--- src/sv/fldv_pkg.sv ---
// Package for the fixed-length direction vector core.
// Holds the payload and configuration types, the register map, the stage
// count and the arctangent table. It depends on nothing else.
`timescale 1ns / 1ps
`default_nettype none

package fldv_pkg;

    localparam int CORDIC_STAGES = 16;
    localparam int ATAN_ENTRIES  = 24;

    localparam int VEC_W = 40;
    localparam int ROT_W = 48;
    localparam int ANG_W = 34;

    localparam int ADDR_W = 4;
    localparam int DATA_W = 32;

    localparam logic [1:0] REG_ORIGIN_X    = 2'd0;
    localparam logic [1:0] REG_ORIGIN_Y    = 2'd1;
    localparam logic [1:0] REG_LINE_LENGTH = 2'd2;

    localparam logic signed [ANG_W-1:0] PI_UNITS = 34'sh0_8000_0000;
    localparam logic [29:0] KINV_Q30 = 30'd652032874;
    localparam logic [14:0] LENGTH_RESET = 15'd100;

    localparam logic signed [ANG_W-1:0] ATAN_TAB [ATAN_ENTRIES] = '{
        34'sh20000000, 34'sh12E4051E, 34'sh09FB385B, 34'sh051111D4,
        34'sh028B0D43, 34'sh0145D7E1, 34'sh00A2F61E, 34'sh00517C55,
        34'sh0028BE53, 34'sh00145F2F, 34'sh000A2F98, 34'sh000517CC,
        34'sh00028BE6, 34'sh000145F3, 34'sh0000A2FA, 34'sh0000517D,
        34'sh000028BE, 34'sh0000145F, 34'sh00000A30, 34'sh00000518,
        34'sh0000028C, 34'sh00000146, 34'sh000000A3, 34'sh00000051
    };

    typedef struct packed {
        logic signed [15:0] cursor_x;
        logic signed [15:0] cursor_y;
    } t_in;

    typedef struct packed {
        logic signed [15:0] direction_angle;
        logic signed [15:0] end_dx;
        logic signed [15:0] end_dy;
    } t_out;

    typedef struct packed {
        logic signed [15:0] origin_x;
        logic signed [15:0] origin_y;
        logic        [14:0] line_length;
    } t_cfg;

endpackage

`default_nettype wire

--- src/sv/fldv_apb.sv ---
// Configuration registers of the fixed-length direction vector core.
// APB-style slave holding origin and line length; depends on fldv_pkg.
`timescale 1ns / 1ps
`default_nettype none

module fldv_apb (
    input  wire                          i_clk,
    input  wire                          i_rst_n,
    input  wire                          psel,
    input  wire                          penable,
    input  wire                          pwrite,
    input  wire  [fldv_pkg::ADDR_W-1:0]  paddr,
    input  wire  [fldv_pkg::DATA_W-1:0]  pwdata,
    output logic [fldv_pkg::DATA_W-1:0]  prdata,
    output logic                         pready,
    output fldv_pkg::t_cfg               o_cfg
);
    import fldv_pkg::*;

    t_cfg       r_cfg;
    logic       w_wr;
    logic [1:0] w_idx;

    assign pready = 1'b1;
    assign w_wr   = psel & penable & pwrite;
    assign w_idx  = paddr[3:2];
    assign o_cfg  = r_cfg;

    always_ff @(posedge i_clk) begin
        if (!i_rst_n) begin
            r_cfg.origin_x    <= '0;
            r_cfg.origin_y    <= '0;
            r_cfg.line_length <= LENGTH_RESET;
        end else if (w_wr) begin
            unique case (w_idx)
                REG_ORIGIN_X:    r_cfg.origin_x    <= pwdata[15:0];
                REG_ORIGIN_Y:    r_cfg.origin_y    <= pwdata[15:0];
                REG_LINE_LENGTH: r_cfg.line_length <= pwdata[14:0];
                default: ;
            endcase
        end
    end

    always_comb begin
        unique case (w_idx)
            REG_ORIGIN_X:    prdata = {16'd0, r_cfg.origin_x};
            REG_ORIGIN_Y:    prdata = {16'd0, r_cfg.origin_y};
            REG_LINE_LENGTH: prdata = {17'd0, r_cfg.line_length};
            default:         prdata = '0;
        endcase
    end

endmodule

`default_nettype wire

--- config.mk ---
export PLATFORM = sky130hd
export DESIGN_NAME = fldv_apb
export DESIGN_NICKNAME = d
export VERILOG_FILES = /design/src/sv/fldv_pkg.sv /design/src/sv/fldv_apb.sv
export SDC_FILE = /design/constraint.sdc
export NUM_CORES = 1
export LEC_CHECK = 0
export BUFFER_PORTS_ARGS = -buffer_cell sky130_fd_sc_hd__buf_4
export CAP_MARGIN = 20
export CORE_UTILIZATION = 40
export CTS_CLUSTER_DIAMETER = 40
export DETAILED_ROUTE_END_ITERATION = 10
export PLACE_DENSITY = 0.76
export SYNTH_ARGS = -nofsm -noshare
export SYNTH_HDL_FRONTEND = slang
export SYNTH_SLANG_ARGS = --single-unit
--- constraint.sdc ---
create_clock -name i_clk -period 1.2 [get_ports i_clk]
set_input_delay 0.24 -clock i_clk [delete_from_list [all_inputs] [get_ports i_clk]]
set_output_delay 0.24 -clock i_clk [all_outputs]
set_load 0.02 [all_outputs]
==> metrics, run 1 <==
area of the core=5270 um2; final hold viol count=0; Comb pwr share=0.158; Main synth FF type=dfxtp_1; Placed Area=3030 um2; Slowest-stage cell, CP=dfxtp_2; CP delay by family, top=flip-flops; min Tclk post-route=1.25 ns; MaxCap Viol Count=0; Largest register FFs=47; Residual DRC=0; Initial Utilization=0.428; Reg2Reg Setup Slack=0.48 ns; antenna violations before repair=0; Num CTS Buffers=5; Arr. time, crit path=1.01 ns; layout cells sized above 1=0.525; PwrDens=881 nW/um2; GRT Util Overall=0.208; violated checks=negative setup slack; critical path fanouts, max=2; Final setup viols=16; R2R Path Start=o_cfg[36]; Worst Hold Path EP=o_cfg[5]; first-pass GRT wire length=9.68 mm; clock latency on the worst-skew pair=0.30 ns; vias in the first global route=2036; crit start category=register; Hold Startpoint=pwdata[5]; Rows=26; Synth Register Bits=47; Area Overhead vs Synth=56.7%; Post-Syn Area=2260 um2; most frequent cell after synthesis=nand2_1; Synth Area per Inst=9.02 um2; slowest stage delay, CP=0.33 ns; Slew Limit Fails=0; most used routing layer=met2; setup ws final=-0.0536 ns; 1st-iter DRT viols=52; Critical Path RT=0.96 ns; per-cell routed wire length=13.7 um; hold buffers post-CTS=0; HP Class=in -> reg; Clock transition at path regs=0.08 ns; hold depth=3; # diodes=0; drt pass-1 iters=4; DR vias/cell=4.69; Cells after DPL=404; Remaining Overflow, GRT=0; Final Skew=0 ns; Internal Power=2.34 mW; Crit Path Class=reg -> out; Buffers on Ports=85; post-layout instance area=3530 um2; FMAX=0.798 GHz; status=finished, violations left; dpl hpwl=4.09 mm; final critical-path share of the clock period=1.04; sw frac=0.249; Die Y=77.1 um; Die W=77.1 um; Post-Route WL=6.12 mm; CP cell instances=mux2i_2, nor2_2, buf_6; sequential share of power=0.513; Sink Count=47; CTS root buf=clkbuf_8; Crit path depth=3; clock network fraction of total power=0.329; DIE AREA=5940 um2; Finished Layout Cells=445; CP Capture Type=primary output; synth top area cells=dfxtp_1, mux2i_1, nand2_1; share of the synthesized area in the top cell type=0.417; Post-synth EDFFs=0; GRT met2 Usage=0.362; Seq/Total Area, Yosys=0.417; Synth area leader=dfxtp_1; Power Total=3.11 mW; Distinct cells, synth=18; Bufs and invs on worst path=1; CTS max path bufs=2; met3 Usage GRT=0.0476; Boundary Pins=121; Syn Inst Count=250; Global Route met1 Usage=0.247; Max VDD drop=684 uV; FFs w/ async S/R, synth=0; reg2reg path depth=3; antenna-violating nets left=0; largest net degree at the start of global routing=35; CTS tree=done; hold slack=0.206 ns; Nets=415; H-Tree Level Count=2; via count=2088; Lkg Pwr=1.74 nW; RePlAce Congestion=0.721; unrepaired setup endpoints after global routing=yes; reg2reg end=o_cfg[36]; synth warn=0; Psw=0.775 mW; Synth top cells by count=nand2_1, mux2i_1, dfxtp_1, buf_4, o21ai_0
[cells by family after synthesis]
family                 count (synthesis)  synth area share
other                                  2           0.00333
buffers and inverters                 39             0.118
AOI/OAI and AO/OA                     18            0.0433
DFF                                   47             0.417
muxes                                 60             0.266
and+or+nand+nor                       84             0.153
[how the worst max path moves through the flow]
| stage | start | to | slack [ns] |
|---|---|---|---|
| final | o_cfg[30] | prdata[15] | -0.05 |
| after detailed placement | pwrite | o_cfg[38] | -0.15 |
| after global routing | o_cfg[25] | prdata[10] | -0.11 |
| after floorplan | paddr[3] | o_cfg[10] | 0.0007 |
| after CTS | o_cfg[35] | prdata[4] | -0.06 |
| after global placement | pwrite | o_cfg[36] | -0.16 |
[power groups by stage]
| stage | sequential [mW] | combinational [mW] | clock, mW |
|---|---|---|---|
| final | 1.60 | 0.492 | 1.02 |
| after global routing | 1.60 | 0.523 | 1.11 |
| after CTS | 1.59 | 0.467 | 1.05 |
| after detailed placement | 1.63 | 0.428 | 0 |
| after floorplan | 1.66 | 0.273 | 0 |
| after global placement | 1.63 | 0.422 | 0 |
[layer usage]
| metal | wire, um | vias up |
|---|---|---|
| met5 | 0 | - |
| met4 | 136 | 0 |
| met3 | 320 | 13 |
| met2 | 3080 | 75 |
| met1 | 2580 | 962 |
| li1 | - | 1038 |
[worst register-to-register path, cell delays in order (launching register included)]
cell	delay, ns
dfxtp_2	0.34
buf_4	0.11
nand2_1	0.05
mux2i_1	0.14
[placed cells by master (no fill, tap or decap), drive strengths merged]
cell type / synthesis / layout
nand3: 3 / 3
buf: 27 / 137
nor2: 1 / 1
conb: 2 / 17
and3: 1 / 1
inv: 3 / 3
nor3b: 1 / 1
mux2i: 60 / 60
nand2: 75 / 75
dfxtp: 47 / 47
nor2b: 1 / 1
clkbuf: 9 / 9
nand3b: 1 / 1
o211ai: 3 / 3
and2: 1 / 1
o21ai: 15 / 15
[cell type report]
class	instances	area, um2
well taps	70	87.6
repair buffers	138	1180
fillers	451	1740
multi-input cells	179	1170
flip-flops and latches	47	981
clock buffers	8	100
inverters	3	11.3
[metrics by stage]
step                      setup WS [ns]  utilization  setup TNS [ns]
after floorplan                0.000745            -               0
after global placement           -0.160        0.576           -4.05
after detailed placement         -0.149        0.576           -3.97
after CTS                       -0.0597        0.656          -0.552
after global routing             -0.107        0.671           -1.40
final                           -0.0536        0.671          -0.575
[what timing repair did]
action                                  in CTS  in global routing
endpoints found under the setup margin      16                 16
setup buffers                               28                  4
cloned                                       0                  1
pin swaps                                    0                  4
resized for setup                           51                  6
Note: power is estimated with default switching activity, not from simulation.
==> run 2: changes to the inputs <==
- clock period: 1.2 -> 1.08 ns (I/O delays scaled with it)
==> metrics, run 2 (same netlist as run 1, synthesis figures left out) <==
Initial Utilization=0.428; 1st-iter DRT viols=74; Finished Layout Cells=449; # diodes=0; Boundary Pins=121; DIE AREA=5940 um2; unrepaired setup endpoints after global routing=yes; met3 Usage GRT=0.0536; hold buffers post-CTS=0; Nets=420; Final Skew=0 ns; Critical Path RT=0.86 ns; drt pass-1 iters=4; setup tns final=-2.27 ns; GRT Util Overall=0.213; Die W=77.1 um; Slew Limit Fails=0; vias in the first global route=2081; Placed Area=3020 um2; Final setup viols=26; Die Y=77.1 um; CTS tree=done; first-pass GRT wire length=9.98 mm; Buffers on Ports=85; Rows=26; Lkg Pwr=1.79 nW; HP Class=in -> reg; dpl hpwl=4.01 mm; Num CTS Buffers=5; post-layout instance area=3730 um2; Arr. time, crit path=1.06 ns; H-Tree Level Count=2; area of the core=5270 um2; most common cell after layout, fill and taps aside=nand2_1; clock latency on the worst-skew pair=0.30 ns; CP cell instances=mux2i_1, o21ai_1, buf_4; GRT met2 Usage=0.392; per-cell routed wire length=14.3 um; violated checks=negative setup slack; Sink Count=47; CP Capture Type=primary output; final critical-path share of the clock period=1.18; Residual DRC=0; Post-Route WL=6.43 mm; most used routing layer=met2; DR vias/cell=4.77; RePlAce Congestion=0.726; via count=2142; Setup Slack @ Placement=-0.149 ns; status=finished, violations left; most frequent cells in the layout=nand2_1, buf_6, buf_4; layout cells sized above 1=0.541; slowest stage delay, CP=0.33 ns; min Tclk post-route=1.28 ns; Crit Path Class=reg -> out; PwrDens=905 nW/um2; FMAX=0.783 GHz; antenna violations before repair=0; crit start category=register; antenna-violating nets left=0; CTS root buf=clkbuf_8; Largest register FFs=47; Clock transition at path regs=0.08 ns; critical path fanouts, max=2; Remaining Overflow, GRT=0; largest net degree at the start of global routing=35; hold slack=0.171 ns; Slowest-stage cell, CP=dfxtp_2; Cells after DPL=402; MaxCap Viol Count=0; setup ws final=-0.197 ns; Area Overhead vs Synth=65.5%; Max VDD drop=623 uV; final hold viol count=0; CTS max path bufs=2; Global Route met1 Usage=0.241
==> run 2: path summary, 6_finish.rpt <==
kind / start / end / slack (ns) / depth (start not counted)
worst min register to register: o_cfg[31] / o_cfg[31] / 0.47 / 2
worst min-delay path: pwdata[2] / o_cfg[2] / 0.17 / 3
worst max register to register: o_cfg[40] / o_cfg[40] / 0.22 / 4
worst max-delay path: o_cfg[28] / prdata[13] / -0.20 / 3
==> run 2: repair_timing <==
item / in CTS / in global routing
endpoints found under the setup margin: 18 / 53
buffers inserted: 30 / 21
cloned: 0 / 0
pin swaps: 2 / 2
resized for setup: 99 / 25
==> run 2: where the power goes <==
part           internal, mW  switching (mW)  leakage, nW
sequential             1.76          0.0185        0.399
clock                 0.502           0.552       0.0470
combinational         0.254           0.295         1.34
==> run 2: worst max-delay path, delay by kind of cell (launching register included) <==
| kind | cells | cell delay (ns) |
|---|---|---|
| AO/OA/AOI/OAI | 1 | 0.10 |
| flip-flops | 1 | 0.33 |
| multiplexers | 1 | 0.17 |
| buffers and inverters | 1 | 0.16 |
==> run 2: layout make-up <==
cell class              count  area (um2)
flip-flops and latches     47         990
multi-input cells         179        1160
fillers                   406        1540
clock buffers               6        82.6
repair buffers            143        1400
well taps                  70        87.6
clock inverters             1        5.00
inverters                   3        11.3
==> run 2: metrics by stage <==
stage                      util  total power [mW]
after floorplan               -              2.14
after global placement    0.573              2.28
after detailed placement  0.573              2.29
after CTS                 0.688              3.37
after global routing      0.708              3.52
final                     0.708              3.38
==> run 2: routing by layer <==
| layer | part of all wire | vias to the layer above |
|---|---|---|
| li1 | - | 1047 |
| met1 | 0.41 | 1000 |
| met2 | 0.52 | 87 |
| met3 | 0.060 | 8 |
| met4 | 0.011 | 0 |
| met5 | 0 | - |
==> run 3: changes to the inputs <==
- CELL_PAD_IN_SITES_DETAIL_PLACEMENT: default -> 1
- CELL_PAD_IN_SITES_GLOBAL_PLACEMENT: default -> 1
- CORE_UTILIZATION: 40 -> 28
- PLACE_DENSITY: 0.76 -> default
- PLACE_DENSITY_LB_ADDON: default -> 0.1
==> metrics, run 3 (same netlist as run 1, synthesis figures left out) <==
Buffers on Ports=85; CTS root buf=clkbuf_8; unrepaired setup endpoints after global routing=yes; Nets=427; hold depth=3; Boundary Pins=121; min Tclk post-route=1.24 ns; most frequent cells in the layout=buf_6, nand2_1, buf_4; reg2reg path depth=5; Lkg Pwr=1.83 nW; reg2reg end=o_cfg[28]; Remaining Overflow, GRT=0; Residual DRC=0; R2R Path Start=o_cfg[28]; CP Capture Type=primary output; clock latency on the worst-skew pair=0.29 ns; Sink Count=47; Final setup viols=25; Die W=91.8 um; via count=2164; Die Y=91.8 um; crit start category=register; DR vias/cell=4.43; Post-Route WL=7.08 mm; drt pass-1 iters=4; Clock transition at path regs=0.09 ns; area of the core=7770 um2; dpl hpwl=4.87 mm; HP Class=in -> reg; RePlAce Congestion=0.673; Critical Path RT=0.86 ns; hold slack=0.171 ns; CP endpoint=prdata[10]; setup ws final=-0.165 ns; largest net degree at the start of global routing=26; Area Overhead vs Synth=70.5%; critical path fanouts, max=2; antenna violations before repair=0; hold buffers post-CTS=0; final hold viol count=0; Max VDD drop=438 uV; most common cell after layout, fill and taps aside=buf_6; MaxCap Viol Count=0; # diodes=0; first-pass GRT wire length=11.1 mm; CTS tree=done; final critical-path share of the clock period=1.15; Arr. time, crit path=1.03 ns; Num CTS Buffers=5; PwrDens=879 nW/um2; GRT Util Overall=0.168; DIE AREA=8420 um2; status=finished, violations left; worst setup path startpoint=o_cfg[25]; CTS max path bufs=2; vias in the first global route=2155; Rows=32; H-Tree Level Count=2; Final Skew=0 ns; FMAX=0.803 GHz; antenna-violating nets left=0; Initial Utilization=0.290; Finished Layout Cells=489; Crit Path Class=reg -> out; Reg2Reg Setup Slack=0.19 ns; per-cell routed wire length=14.5 um; Slew Limit Fails=0; Largest register FFs=47; violated checks=negative setup slack; Cells after DPL=441; 1st-iter DRT viols=33; layout cells sized above 1=0.558; FILL cells=903
[run 3: changes by cell type in the layout (fill, tap and decap cells not counted), sizes merged]
cell	previous run	this run
buf	143	150
clkbuf	6	7
[run 3: how the worst min path moves through the flow]
stage	startpoint	end
6_report	pwdata[5]	o_cfg[5]
3_3_place_gp	o_cfg[44]	o_cfg[44]
4_1_cts	pwdata[5]	o_cfg[5]
2_1_floorplan	pwdata[2]	o_cfg[17]
3_5_place_dp	o_cfg[44]	o_cfg[44]
5_1_grt	pwdata[5]	o_cfg[5]
[run 3: critical path, stage by stage, from the launching register on]
cell and delay [ns]:
dfxtp_2 0.33, mux2i_1 0.17, o21ai_2 0.10, buf_6 0.13
[run 3: what timing repair did]
action	4_1_cts	5_1_grt
gates resized for setup	99	32
buffers inserted	24	28
pin swaps	5	2
setup endpoints to repair	19	51
[run 3: routing by layer]
| layer | wire, um | up-vias | track usage |
|---|---|---|---|
| li1 | - | 1056 | - |
| met1 | 3140 | 1044 | 0.209 |
| met2 | 3620 | 58 | 0.296 |
| met3 | 260 | 6 | 0.0340 |
| met4 | 63 | 0 | 0.0391 |
| met5 | 0 | - | 0 |
[run 3: where the power goes]
group	internal, mW	total [mW]	switching [mW]
Combinational	0.260	0.560	0.300
Sequential	1.76	1.78	0.0183
Clock	0.456	1.04	0.587
[run 3: final cells by class]
| type | count | area [um2] | share of cell area |
|---|---|---|---|
| well taps | 102 | 128 | 0.0332 |
| clock inverters | 1 | 5.00 | 0.00130 |
| clock buffers | 7 | 76.3 | 0.0198 |
| multi-input cells | 179 | 1170 | 0.304 |
| repair buffers | 150 | 1470 | 0.381 |
| flip-flops and latches | 47 | 992 | 0.258 |
| inverters | 3 | 11.3 | 0.00293 |
[run 3: through the flow]
step | setup TNS [ns] | instance area, um2 | setup slack, ns | power [mW] | util
2_1_floorplan | -2.30 | 2380 | -0.0953 | 2.14 | -
3_3_place_gp | -4.90 | 3120 | -0.149 | 2.31 | 0.402
3_5_place_dp | -6.36 | 3120 | -0.203 | 2.31 | 0.402
4_1_cts | -2.67 | 3680 | -0.180 | 3.41 | 0.474
5_1_grt | -4.47 | 3850 | -0.230 | 3.55 | 0.495
6_report | -2.41 | 3850 | -0.165 | 3.38 | 0.495
